**config.mk**
```make
export PLATFORM = sky130hd
export DESIGN_NAME = hold_repeat_updown_counter_7seg_unit
export DESIGN_NICKNAME = d
export VERILOG_FILES = /design/src/rtl/hrc_pkg.sv /design/src/rtl/hrc_front.sv /design/src/rtl/hrc_queue.sv /design/src/rtl/hrc_back.sv /design/src/rtl/hold_repeat_updown_counter_7seg_unit.sv
export SDC_FILE = /design/constraint.sdc
export NUM_CORES = 1
export LEC_CHECK = 0
export ABC_AREA = 1
export BUFFER_PORTS_ARGS = -buffer_cell sky130_fd_sc_hd__buf_2
export CORE_MARGIN = 2
export CORE_UTILIZATION = 58
export CTS_BUF_LIST = sky130_fd_sc_hd__clkbuf_8
export DETAILED_ROUTE_END_ITERATION = 12
export HOLD_SLACK_MARGIN = 0.1
export PLACE_DENSITY = 0.8
export SYNTH_ARGS = -nofsm -noshare
export SYNTH_HDL_FRONTEND = slang
export SYNTH_SLANG_ARGS = --single-unit
export TNS_END_PERCENT = 5
```
**constraint.sdc**
```tcl
create_clock -name clk -period 7.1 [get_ports clk]
set_input_delay 0.355 -clock clk [delete_from_list [all_inputs] [get_ports clk]]
set_output_delay 0.355 -clock clk [all_outputs]
set_load 0.02 [all_outputs]
```
**src/rtl/hrc_pkg.sv**
```systemverilog
// Shared types, constants and segment decode for the button auto-repeat counter.
`timescale 1ns / 1ps
package hrc_pkg;

	localparam int unsigned HRC_QUEUE_DEPTH = 2;
	localparam int unsigned HRC_ADDR_W = 3;
	localparam int unsigned HRC_DATA_W = 32;
	localparam int unsigned HRC_CNT_W = 16;

	localparam logic [HRC_ADDR_W-1:0] HRC_ADDR_HOLD_THRESHOLD = 3'd0;
	localparam logic [HRC_CNT_W-1:0] HRC_THRESHOLD_RESET = 16'd150;
	localparam logic [HRC_CNT_W-1:0] HRC_CNT_MAX = 16'hFFFF;

	typedef enum logic [1:0] {
		OP_KEEP = 2'd0,
		OP_INC  = 2'd1,
		OP_DEC  = 2'd2
	} op_t;

	typedef struct packed {
		logic full;
		logic empty;
	} q_status_t;

	typedef logic [3:0] bcd_t;

	function automatic logic [6:0] seg_decode(input bcd_t d);
		logic [6:0] s;
		unique case (d)
			4'd0: s = 7'h3f;
			4'd1: s = 7'h06;
			4'd2: s = 7'h5b;
			4'd3: s = 7'h4f;
			4'd4: s = 7'h66;
			4'd5: s = 7'h6d;
			4'd6: s = 7'h7d;
			4'd7: s = 7'h07;
			4'd8: s = 7'h7f;
			4'd9: s = 7'h6f;
			default: s = 7'h00;
		endcase
		return s;
	endfunction

endpackage

```
**src/rtl/hrc_front.sv**
```systemverilog
// Front end: takes button samples, tracks press/hold state and classifies each tick.
`timescale 1ns / 1ps
module hrc_front (
	input  logic                         clk,
	input  logic                         arst_n,
	input  logic                         in_valid,
	output logic                         in_stall,
	input  logic                         up_level,
	input  logic                         down_level,
	input  logic [hrc_pkg::HRC_CNT_W-1:0] hold_threshold,
	input  hrc_pkg::q_status_t           q_status,
	output logic                         push,
	output hrc_pkg::op_t                 push_op
);
	import hrc_pkg::*;

	logic [1:0]           level;
	logic [1:0]           released_q;
	logic [1:0]           released_nx;
	logic [HRC_CNT_W-1:0] hold_q  [2];
	logic [HRC_CNT_W-1:0] hold_nx [2];
	logic [1:0]           step;

	assign level = {down_level, up_level};
	assign in_stall = q_status.full;
	assign push = in_valid && !q_status.full;

	always_comb begin
		for (int i = 0; i < 2; i++) begin
			released_nx[i] = released_q[i];
			hold_nx[i] = hold_q[i];
			step[i] = 1'b0;
			if (!level[i]) begin
				if (released_q[i]) begin
					released_nx[i] = 1'b0;
					hold_nx[i] = '0;
					step[i] = 1'b1;
				end else begin
					if (hold_q[i] != HRC_CNT_MAX) begin
						hold_nx[i] = hold_q[i] + 1'b1;
					end
					step[i] = hold_nx[i] > hold_threshold;
				end
			end else begin
				released_nx[i] = 1'b1;
				hold_nx[i] = '0;
			end
		end
	end

	always_comb begin
		case (step)
			2'b01:   push_op = OP_INC;
			2'b10:   push_op = OP_DEC;
			default: push_op = OP_KEEP;
		endcase
	end

	always_ff @(posedge clk or negedge arst_n) begin
		if (!arst_n) begin
			released_q <= 2'b11;
			hold_q[0] <= '0;
			hold_q[1] <= '0;
		end else if (push) begin
			released_q <= released_nx;
			hold_q[0] <= hold_nx[0];
			hold_q[1] <= hold_nx[1];
		end
	end

endmodule

```
**src/rtl/hrc_queue.sv**
```systemverilog
// Short operation queue between the front end and the back end.
`timescale 1ns / 1ps
module hrc_queue #(
	parameter int unsigned DEPTH = hrc_pkg::HRC_QUEUE_DEPTH
) (
	input  logic               clk,
	input  logic               arst_n,
	input  logic               push,
	input  hrc_pkg::op_t       wdata,
	input  logic               pop,
	output hrc_pkg::op_t       rdata,
	output hrc_pkg::q_status_t status
);
	import hrc_pkg::*;

	localparam int unsigned PW = (DEPTH > 1) ? $clog2(DEPTH) : 1;
	localparam int unsigned CW = $clog2(DEPTH + 1);

	op_t           mem_q [DEPTH];
	logic [PW-1:0] wr_ptr_q;
	logic [PW-1:0] rd_ptr_q;
	logic [CW-1:0] level_q;

	assign status.full = (level_q == CW'(DEPTH));
	assign status.empty = (level_q == '0);
	assign rdata = mem_q[rd_ptr_q];

	always_ff @(posedge clk) begin
		if (push) begin
			mem_q[wr_ptr_q] <= wdata;
		end
	end

	always_ff @(posedge clk or negedge arst_n) begin
		if (!arst_n) begin
			wr_ptr_q <= '0;
			rd_ptr_q <= '0;
			level_q <= '0;
		end else begin
			if (push) begin
				wr_ptr_q <= (wr_ptr_q == PW'(DEPTH - 1)) ? '0 : wr_ptr_q + 1'b1;
			end
			if (pop) begin
				rd_ptr_q <= (rd_ptr_q == PW'(DEPTH - 1)) ? '0 : rd_ptr_q + 1'b1;
			end
			if (push && !pop) begin
				level_q <= level_q + 1'b1;
			end else if (pop && !push) begin
				level_q <= level_q - 1'b1;
			end
		end
	end

endmodule

```
**src/rtl/hrc_back.sv**
```systemverilog
// Back end: applies queued steps to the count, keeps decimal digits, registers results.
`timescale 1ns / 1ps
module hrc_back (
	input  logic                          clk,
	input  logic                          arst_n,
	input  hrc_pkg::q_status_t            q_status,
	input  hrc_pkg::op_t                  op,
	output logic                          pop,
	output logic                          out_valid,
	input  logic                          out_stall,
	output logic [hrc_pkg::HRC_CNT_W-1:0] count_value,
	output logic [6:0]                    seg_units,
	output logic [6:0]                    seg_tens,
	output logic [6:0]                    seg_hundreds
);
	import hrc_pkg::*;

	logic [HRC_CNT_W-1:0] count_q;
	logic [HRC_CNT_W-1:0] count_nx;
	bcd_t                 dig_q  [3];
	bcd_t                 dig_nx [3];
	logic                 out_valid_q;
	logic [6:0]           seg_u_q;
	logic [6:0]           seg_t_q;
	logic [6:0]           seg_h_q;
	logic                 carry;

	assign pop = !q_status.empty && (!out_valid_q || !out_stall);

	// low three decimal digits follow the count; wrap points jump to 000 / 535
	always_comb begin
		count_nx = count_q;
		dig_nx[0] = dig_q[0];
		dig_nx[1] = dig_q[1];
		dig_nx[2] = dig_q[2];
		carry = 1'b1;
		unique case (op)
			OP_INC: begin
				count_nx = count_q + 1'b1;
				if (count_q == HRC_CNT_MAX) begin
					dig_nx[0] = 4'd0;
					dig_nx[1] = 4'd0;
					dig_nx[2] = 4'd0;
				end else begin
					for (int i = 0; i < 3; i++) begin
						if (carry) begin
							if (dig_q[i] == 4'd9) begin
								dig_nx[i] = 4'd0;
							end else begin
								dig_nx[i] = dig_q[i] + 1'b1;
								carry = 1'b0;
							end
						end
					end
				end
			end
			OP_DEC: begin
				count_nx = count_q - 1'b1;
				if (count_q == '0) begin
					dig_nx[0] = 4'd5;
					dig_nx[1] = 4'd3;
					dig_nx[2] = 4'd5;
				end else begin
					for (int i = 0; i < 3; i++) begin
						if (carry) begin
							if (dig_q[i] == 4'd0) begin
								dig_nx[i] = 4'd9;
							end else begin
								dig_nx[i] = dig_q[i] - 1'b1;
								carry = 1'b0;
							end
						end
					end
				end
			end
			OP_KEEP: begin
				count_nx = count_q;
			end
			default: begin
				count_nx = count_q;
			end
		endcase
	end

	always_ff @(posedge clk or negedge arst_n) begin
		if (!arst_n) begin
			count_q <= '0;
			dig_q[0] <= 4'd0;
			dig_q[1] <= 4'd0;
			dig_q[2] <= 4'd0;
			out_valid_q <= 1'b0;
		end else begin
			if (pop) begin
				count_q <= count_nx;
				dig_q[0] <= dig_nx[0];
				dig_q[1] <= dig_nx[1];
				dig_q[2] <= dig_nx[2];
				out_valid_q <= 1'b1;
			end else if (!out_stall) begin
				out_valid_q <= 1'b0;
			end
		end
	end

	always_ff @(posedge clk) begin
		if (pop) begin
			seg_u_q <= seg_decode(dig_nx[0]);
			seg_t_q <= (count_nx < 16'd10) ? 7'h00 : seg_decode(dig_nx[1]);
			seg_h_q <= (count_nx < 16'd100) ? 7'h00 : seg_decode(dig_nx[2]);
		end
	end

	assign out_valid = out_valid_q;
	assign count_value = count_q;
	assign seg_units = seg_u_q;
	assign seg_tens = seg_t_q;
	assign seg_hundreds = seg_h_q;

endmodule

```
**src/rtl/hold_repeat_updown_counter_7seg_unit.sv**
```systemverilog
// Top level of the button auto-repeat up/down counter with seven-segment decode.
// Usage:
//   Input channel (in_valid/in_stall, up_level, down_level): one transaction per
//   poll tick carrying the active-low button levels.
//   Output channel (out_valid/out_stall): one transaction per input tick with the
//   count and three segment codes (gfedcba, leading zeros blanked).
//   APB port: register 0 at address 0 is hold_threshold (16 bits, reset 150).
// An accepted tick is stored in the queue, then applied and registered in the back end.
// Throughput: one tick per cycle while the output is not stalled; the back end
//   registers its combinational count/digit update, as the front end does its state.
// A two-entry queue sits between front and back; when the receiver stalls the
//   output register holds, the queue fills and in_stall rises once it is full.
// Reset clears the count, hold counts and queue, sets both buttons released
//   and loads the threshold with 150. Output is invalid after reset.
`timescale 1ns / 1ps
module hold_repeat_updown_counter_7seg_unit #(
	parameter int unsigned QUEUE_DEPTH = hrc_pkg::HRC_QUEUE_DEPTH
) (
	input  logic                           clk,
	input  logic                           arst_n,
	input  logic                           psel,
	input  logic                           penable,
	input  logic                           pwrite,
	input  logic [hrc_pkg::HRC_ADDR_W-1:0] paddr,
	input  logic [hrc_pkg::HRC_DATA_W-1:0] pwdata,
	output logic [hrc_pkg::HRC_DATA_W-1:0] prdata,
	output logic                           pready,
	input  logic                           in_valid,
	output logic                           in_stall,
	input  logic                           up_level,
	input  logic                           down_level,
	output logic                           out_valid,
	input  logic                           out_stall,
	output logic [hrc_pkg::HRC_CNT_W-1:0]  count_value,
	output logic [6:0]                     seg_units,
	output logic [6:0]                     seg_tens,
	output logic [6:0]                     seg_hundreds
);
	import hrc_pkg::*;

	logic [HRC_CNT_W-1:0] threshold_q;
	q_status_t            q_status;
	logic                 push;
	logic                 pop;
	op_t                  push_op;
	op_t                  pop_op;

	assign pready = 1'b1;

	always_ff @(posedge clk or negedge arst_n) begin
		if (!arst_n) begin
			threshold_q <= HRC_THRESHOLD_RESET;
		end else if (psel && penable && pwrite && pready && (paddr == HRC_ADDR_HOLD_THRESHOLD)) begin
			threshold_q <= pwdata[HRC_CNT_W-1:0];
		end
	end

	always_comb begin
		prdata = '0;
		if (paddr == HRC_ADDR_HOLD_THRESHOLD) begin
			prdata = {{(HRC_DATA_W-HRC_CNT_W){1'b0}}, threshold_q};
		end
	end

	hrc_front u_front (
		.clk            (clk),
		.arst_n         (arst_n),
		.in_valid       (in_valid),
		.in_stall       (in_stall),
		.up_level       (up_level),
		.down_level     (down_level),
		.hold_threshold (threshold_q),
		.q_status       (q_status),
		.push           (push),
		.push_op        (push_op)
	);

	hrc_queue #(
		.DEPTH (QUEUE_DEPTH)
	) u_queue (
		.clk    (clk),
		.arst_n (arst_n),
		.push   (push),
		.wdata  (push_op),
		.pop    (pop),
		.rdata  (pop_op),
		.status (q_status)
	);

	hrc_back u_back (
		.clk          (clk),
		.arst_n       (arst_n),
		.q_status     (q_status),
		.op           (pop_op),
		.pop          (pop),
		.out_valid    (out_valid),
		.out_stall    (out_stall),
		.count_value  (count_value),
		.seg_units    (seg_units),
		.seg_tens     (seg_tens),
		.seg_hundreds (seg_hundreds)
	);

`ifndef SYNTHESIS
	a_blank_small: assert property (@(posedge clk) disable iff (!arst_n)
		out_valid && (count_value < 16'd10) |-> (seg_tens == 7'h00) && (seg_hundreds == 7'h00))
		else $error("leading digits not blanked");

	a_accept_progress: assert property (@(posedge clk) disable iff (!arst_n)
		in_valid && !in_stall |=> !q_status.empty || out_valid)
		else $error("accepted transaction vanished");

	a_queue_sane: assert property (@(posedge clk) disable iff (!arst_n)
		!(q_status.full && q_status.empty) && !(pop && q_status.empty))
		else $error("queue status inconsistent");
`endif

endmodule
```
## After elaboration in Yosys (flattened, before gate mapping)

Memories as Yosys holds them, arrays and structs flattened. A register that Yosys moved wholly into a read port is not among the register bits.
Index checks and enable logic that the tools add are counted.

- Flip-flop bits (word level): 83
- Bits in latches: 0
- Bits in writable memories: 4
- Bits in read-only memories: 336
- Bits of input ports: 44
- Output and inout port bits: 72
- Word-level logic and storage cells: 121
- Memories kept: 4

Memories:

| name | depth | width | read ports | clocked after Yosys merged registers in | wr ports | RTL line | text |
|---|---|---|---|---|---|---|---|
| (name not given) | 16 | 7 | 1 | 1 | 0 | hrc_pkg.sv:29 | `unique case (d)` |
| (name not given) | 16 | 7 | 1 | 1 | 0 | hrc_pkg.sv:29 |  |
| (name not given) | 16 | 7 | 1 | 1 | 0 | hrc_pkg.sv:29 |  |
| u_queue.mem_q | 2 | 2 | 1 | 0 | 1 | hrc_queue.sv:19 | `op_t mem_q [DEPTH];` |

- Add/subtract/negate cells: 14
- $mul: 0
- Div/mod/pow operators: 0
- $lt $le $gt $ge: 4
- Equal/unequal tests: 12
- Shifts and indexed selects: 0
- Multiplexer cells: 54
- Bitwise operators: 0
- Reductions and logical operators: 21

Operator list:

| operator | count |
|---|---|
| $mux 16 | 11 |
| $add 16x1->16 const B | 3 |
| $mux 4 | 10 |
| $gt 16x16->1 | 2 |
| $ne 16x16->1 const B | 2 |
| $pmux 16 s2 | 1 |
| $mux 1 | 26 |
| $mux 12 | 2 |
| $pmux 12 s2 | 1 |
| $eq 16x16->1 const B | 1 |
| $logic_not 16->1 | 1 |
| $lt 16x4->1 const B | 1 |
| $lt 16x7->1 const B | 1 |
| $sub 16x1->16 const B | 1 |
| $add 4x1->4 const B | 3 |
| $eq 4x4->1 const B | 3 |
| $logic_not 4->1 | 3 |
| $sub 4x1->4 const B | 3 |
| $logic_and 1x1->1 | 7 |
| $eq 2x2->1 const B | 3 |
| $logic_not 1->1 | 6 |
| $eq 2x1->1 const B | 2 |
| $mux 2 | 2 |
| $pmux 2 s2 | 1 |
| other kinds (8) | 9 |

## Longest topological paths before layout

- Depth after elaboration: 10
- Depth in mapped cells: 21
- Depth with buffers taken out: 21

## Hierarchy

Synthesis repeated with hierarchy kept, for this count alone.

- Cells, all modules: 1301
- Area total of the unflattened synthesis: 9110.0 um^2

Modules (own cells, without submodules):

| module | times used | cells each | area each (um^2) | seq. area each (um^2) |
|---|---|---|---|---|
| hrc_back | 1 | 725 | 4697.0 | 1356.3 |
| hrc_front | 1 | 416 | 3006.6 | 853.3 |
| hold_repeat_updown_counter_7seg_unit | 1 | 129 | 1054.8 | 405.4 |
| hrc_queue | 1 | 31 | 351.6 | 220.2 |

## Worst setup path after synthesis

OpenSTA, ideal clock, no wires.

- Path type: register -> register
- From: register u_queue.rd_ptr_q
- To: register u_back.seg_h_q[0] (netlist: u_back.seg_hundreds[0]), data pin
- Library setup time: 250 ps
- Arrival: 2725 ps
- Data required time: 6850 ps
- Setup slack: 4126 ps
- Cell stages (with the launch flop): 20
- Path buffers: 0
- Period minus slack after synthesis: 2974 ps
- Path through: dfrtp_1 inv_1 or2_2 o21ai_0 ha_1 ha_1 nand2_1 inv_1 a21oi_1 nor2_1 nor2_1 nand2_1 nand2_1 nand2_1 nand2_1 nand2_1 nor2_2 nand3_2 nand2_1 inv_1

- Longest elaborated chain between the ends: 4
- Elaborated cells between the ends (all ways): 6
- Classes of those cells: 1 x order compare; 2 x eq/ne; 2 x mux; 1 x memory

RTL lines:

| item | RTL line | text |
|---|---|---|
| start, declared | hrc_queue.sv:21 | `logic [PW-1:0] rd_ptr_q;` |
| start signal, assigned | hrc_queue.sv:44 | `rd_ptr_q <= (rd_ptr_q == PW'(DEPTH - 1)) ? '0 : rd_ptr_q + 1'b1;` |
| $mem_v2 2x2 * | - |  |
| $eq 2x2->1 or $eq 2x1->1 (tied branches) | hrc_back.sv:37 | `unique case (op)` |
| $pmux 16 s2 | hrc_back.sv:37 |  |
| $lt 16x7->1 | hrc_back.sv:109 | `seg_h_q <= (count_nx < 16'd100) ? 7'h00 : seg_decode(dig_nx[2]);` |
| end, declared | hrc_back.sv:25 | `logic [6:0] seg_h_q;` |

Mark *: on every way between the ends. The rest lies on a longest branch, timed or not.
A chain may end at the register's enable or synchronous reset.

## Worst setup path after layout

- From: register u_queue.rd_ptr_q
- To: register u_back.seg_h_q[3] (netlist: u_back.seg_hundreds[3]), data pin

Same word-level chain as after synthesis.

==> results.env <==
FLOORPLAN.DIE.HEIGHT_UM=126.7
NUMBER_OF_ENABLE_FLIP_FLOP_CELLS_AFTER_SYNTHESIS=25
FIRST_PASS_DETAILED_ROUTE_ITERATION_TOTAL=6
MAX_FREQ_MHz=258.2
ROUTE.FINAL.WIRE_LENGTH_UM=19890
MAX-CAP-VIOLATIONS=0
AREA_GROWTH_SYN_TO_LAYOUT_PCT=8.152
DETAIL-ROUTE-ANTENNA-NETS=0
RUN_STATUS='completed'
GRT_PASS1_VIAS=7453
ASYNCSETRESETFLOPFRACSYNTH=0.7685
SYNTHSIMPLEGATEAREAFRAC=0.3212
WORST-SLEW-PIN-TRANSITION_NS=1.028
POST_CTS.REPAIR.SETUP_BUFFERS=0
FIN_CRIT_SH=0.5454
MULTI_INPUT_GATE_AREA_IN_THE_FINAL_LAYOUT_UM2=5010
HOLD_PATH.CLASS='input pin to register'
REMAINING_DRC_ERRORS=0
STATIC_LEAKAGE_nW=5.206
IR_DROP_uV=235.2
LAYOUT_COMMON_CELLS='sky130_fd_sc_hd__nand2_1, sky130_fd_sc_hd__inv_1, sky130_fd_sc_hd__nor2_1, sky130_fd_sc_hd__buf_2'
PLACEDINSTANCEAREA_UM2=9240
GLOBAL_ROUTE.OVERFLOW_TOTAL=0
ROUTE.DETAILED.VIAS_PER_INST=5.291
PLACE.GP.CONGESTION=0.9416
SYNTH_CELL_TYPES=52
POST_SYNTH_FA_HA_MAJ_AREA_FRACTION=0.1140
DIE_AREA_UM2=16060
DR_TOTAL_VIAS=7915
CRITICAL_PATH.MAX_FANOUT=25
CTS-ROOT-BUF='sky130_fd_sc_hd__clkbuf_8'
CLK_PIN_SLEW_NS=0.11
DIE_W_UM=126.7
TRITONCTS='yes'
POSTSYNTHAREAPERCELL_UM2=7.083
MOST_COMMON_LIBRARY_CELL_IN_THE_LAYOUT_IGNORING_FILL_AND_TAPS='sky130_fd_sc_hd__nand2_1'
PORT_BUFFERS=82
GRT_FIRST_PASS_WIRELENGTH_UM=33300
PLACEMENTROWS=44
YS.WARNINGS.COUNT=0
CP-START-KIND='register'
NUMBER_OF_DRC_MARKERS_AFTER_THE_INITIAL_DETAILED_ROUTE_ITERATION=548
ANTENNA_DIODE_INSTANCE_COUNT=0
POST_SYNTH_INST_COUNT=1233
FINAL_CORE_UTILIZATION=0.6450
GRT_MAX_DEGREE=78
SYNTH-SEQ-AREA-SHARE=0.3246
FINAL_HOLD_VIOL_COUNT=0
CP-END-KIND='register'
POST_SYNTH_XOR_AREA_FRACTION=0.03295
SYNTH_FF_TYPE='sky130_fd_sc_hd__dfrtp_1'
WORST_PATH_ARRIVAL_TIME_NS=4.03
SKEW_NS=0.01796
POST_SYNTHESIS_MUX_AREA_SHARE=0.001146
FINALWORSTPATHREQUIREDPERIOD_NS=3.872
CRIT_CHAIN='inv_1 -> or2_2 -> o21ai_0 -> ha_1 -> ha_1 -> nand2_1 -> nand2_1 -> inv_1 -> nand2_1 -> a21oi_1 -> xor2_1 -> nand2_1 -> nand2_1 -> inv_1 -> nor2_2 -> nand3_2 -> nand2_1 -> inv_1'
SETUP_VIOL=0
POST_SYNTH_INSTANCE_AREA_UM2=8733
CORE_UM2=14640
NUMCTSBUFFERS=9
NUM-NETS-FINAL=1430
POST_CTS_RESIZE_COUNT=0
SLEW_HEADROOM=0.3145
OVERALL_ROUTING_RESOURCE_USAGE=0.2529
CRITICAL_PATH_BUF_INV_COUNT=4
INITIAL_CORE_UTIL=0.5964
CP_SLOWEST_CELL='sky130_fd_sc_hd__ha_1'
NUM-FILL-CELLS=1303
DESIGN_AREA_UM2=9445
CRITICAL-PATH-TOP-CELL-BY-COUNT='sky130_fd_sc_hd__nand2_1'
CELLPOWERDENSITY_nW_PER_UM2=486.6
INSERTION_DELAY_NS=0.40
ANTENNA_VIOLATIONS_BEFORE_REPAIR=0
REGAREA_UM2=2835
TIMING.SETUP.CRITICAL_PATH_CLASS='register to register'
GRT_SETUP_UNREPAIRED='false'
CTS_HTREE_LEVELS=3
REQUIRED_NS=7.26
CTS.PATH.MAX_BUFFERS=2
DRT-WIRELENGTH-PER-CELL_UM=13.29
CRITICAL_PATH.MAX_STAGE_DELAY_NS=0.88
TIMING.SETUP.TNS_NS=0
SYNTH-COMPOUND-AREA-SHARE=0.09656
DRIVE_GT1_FRAC=0.1288
SYNTH.FF_LATCH_COUNT=108
CRIT_FAMILY='adder cells'
TIMING_MAX_TRANSITION_VIOLATIONS_FINAL=0
I_O_PIN_TOTAL=116
CTS.SINK_COUNT=108
SYNTH_TOP_FAMILY_BY_AREA='simple AND/OR/NAND/NOR gates'
DP.FINAL_HPWL_UM=14900
[cell type report]
type / count / area share
multi-input cells: 911 / 0.5304
flip-flops and latches: 108 / 0.3002
inverters: 189 / 0.07564
repair buffers: 88 / 0.04875
well taps: 184 / 0.02437
clock buffers: 10 / 0.01457
clock inverters: 6 / 0.006094
[layer usage]
metal  part of all wire  global-route usage  vias to the layer above
li1                   -                   -                     4060
met1               0.42              0.2938                     3600
met2               0.51              0.4700                      221
met3              0.048             0.04429                       34
met4              0.023             0.08662                        0
met5                  0                   0                        -
[logic make-up (layout without fill, tap and decap cells)]
logic type	after synthesis	count (layout)
buffers and inverters	229	293
and+or+nand+nor	627	627
xor gates and xnor gates	32	32
muxes	1	1
DFF	108	108
AOI/OAI and AO/OA	155	155
other	2	17
adders and majority gates	79	79
[final timing paths]
kind | from | endpoint | slack, ns | depth (start not counted)
worst max register to register | u_queue.rd_ptr_q$_DFFE_PN0P_ | u_back.seg_hundreds[3]$_SDFFCE_PN0P_ | 3.23 | 18
worst max-delay path | u_queue.rd_ptr_q$_DFFE_PN0P_ | u_back.seg_hundreds[3]$_SDFFCE_PN0P_ | 3.23 | 18
worst min register to register | u_front.released_q[1]$_DFFE_PN1P_ | u_front.released_q[1]$_DFFE_PN1P_ | 0.51 | 2
min in group asynchronous | arst_n | u_back.count_value[0]$_DFFE_PN0P_ | 0.31 | 2
worst min-delay path | pwdata[5] | threshold_q[5]$_DFFE_PN0P_ | 0.16 | 3
max in group asynchronous | arst_n | u_back.dig_q[9]$_DFFE_PN0P_ | 5.60 | 3
[sequential cells by signal, summed over array words and instances, names as in the netlist, 2 cells and up]
name and cells:
u_front.hold_q 32, threshold_q 16, u_back.count_value 16, u_back.dig_q 12, u_back.seg_hundreds 7, u_back.seg_tens 7
u_back.seg_units 7, u_queue.mem_q 4, u_front.released_q 2, u_queue.level_q 2
[metrics by stage]
stage	power (mW)	std cells	setup slack [ns]	hold slack [ns]
floorplan	3.521	1248	4.126	0.05941
global placement	4.110	1479	3.315	0.1654
detailed placement	4.204	1479	3.237	0.1680
CTS	4.606	1496	3.201	0.1530
global route	5.111	1496	2.797	0.1546
finish	4.596	1496	3.228	0.1591
[cell usage after synthesis (all sizes together) (14+ instances only)]
library cell | count | area (um^2)
a21oi | 36 | 180.2
buf | 24 | 163.9
nand2 | 388 | 1524
nand4 | 28 | 181.4
inv | 187 | 706.9
o21ai | 92 | 475.5
o22ai | 14 | 87.58
nor2 | 98 | 401.6
ha | 78 | 975.9
clkbuf | 16 | 70.06
dfrtp | 77 | 1927
edfxtp | 25 | 750.7
xor2 | 31 | 279.0
nand3 | 85 | 513.0
[timing repair]
action | CTS | global route
endpoints found under the hold margin | 6 | 0
setup endpoints to repair | 0 | 0
hold buffers | 1 | 0
[where the power goes]
group | internal (mW) | switching [mW]
clock | 0.171 | 0.215
combinational | 1.02 | 2.06
sequential | 0.946 | 0.191
[worst min-delay path: stages]
cell                      delay, ns
sky130_fd_sc_hd__buf_2         0.08
sky130_fd_sc_hd__nand2_1       0.04
sky130_fd_sc_hd__o21ai_0       0.05
No activity file was read; power rests on OpenSTA's default activity.
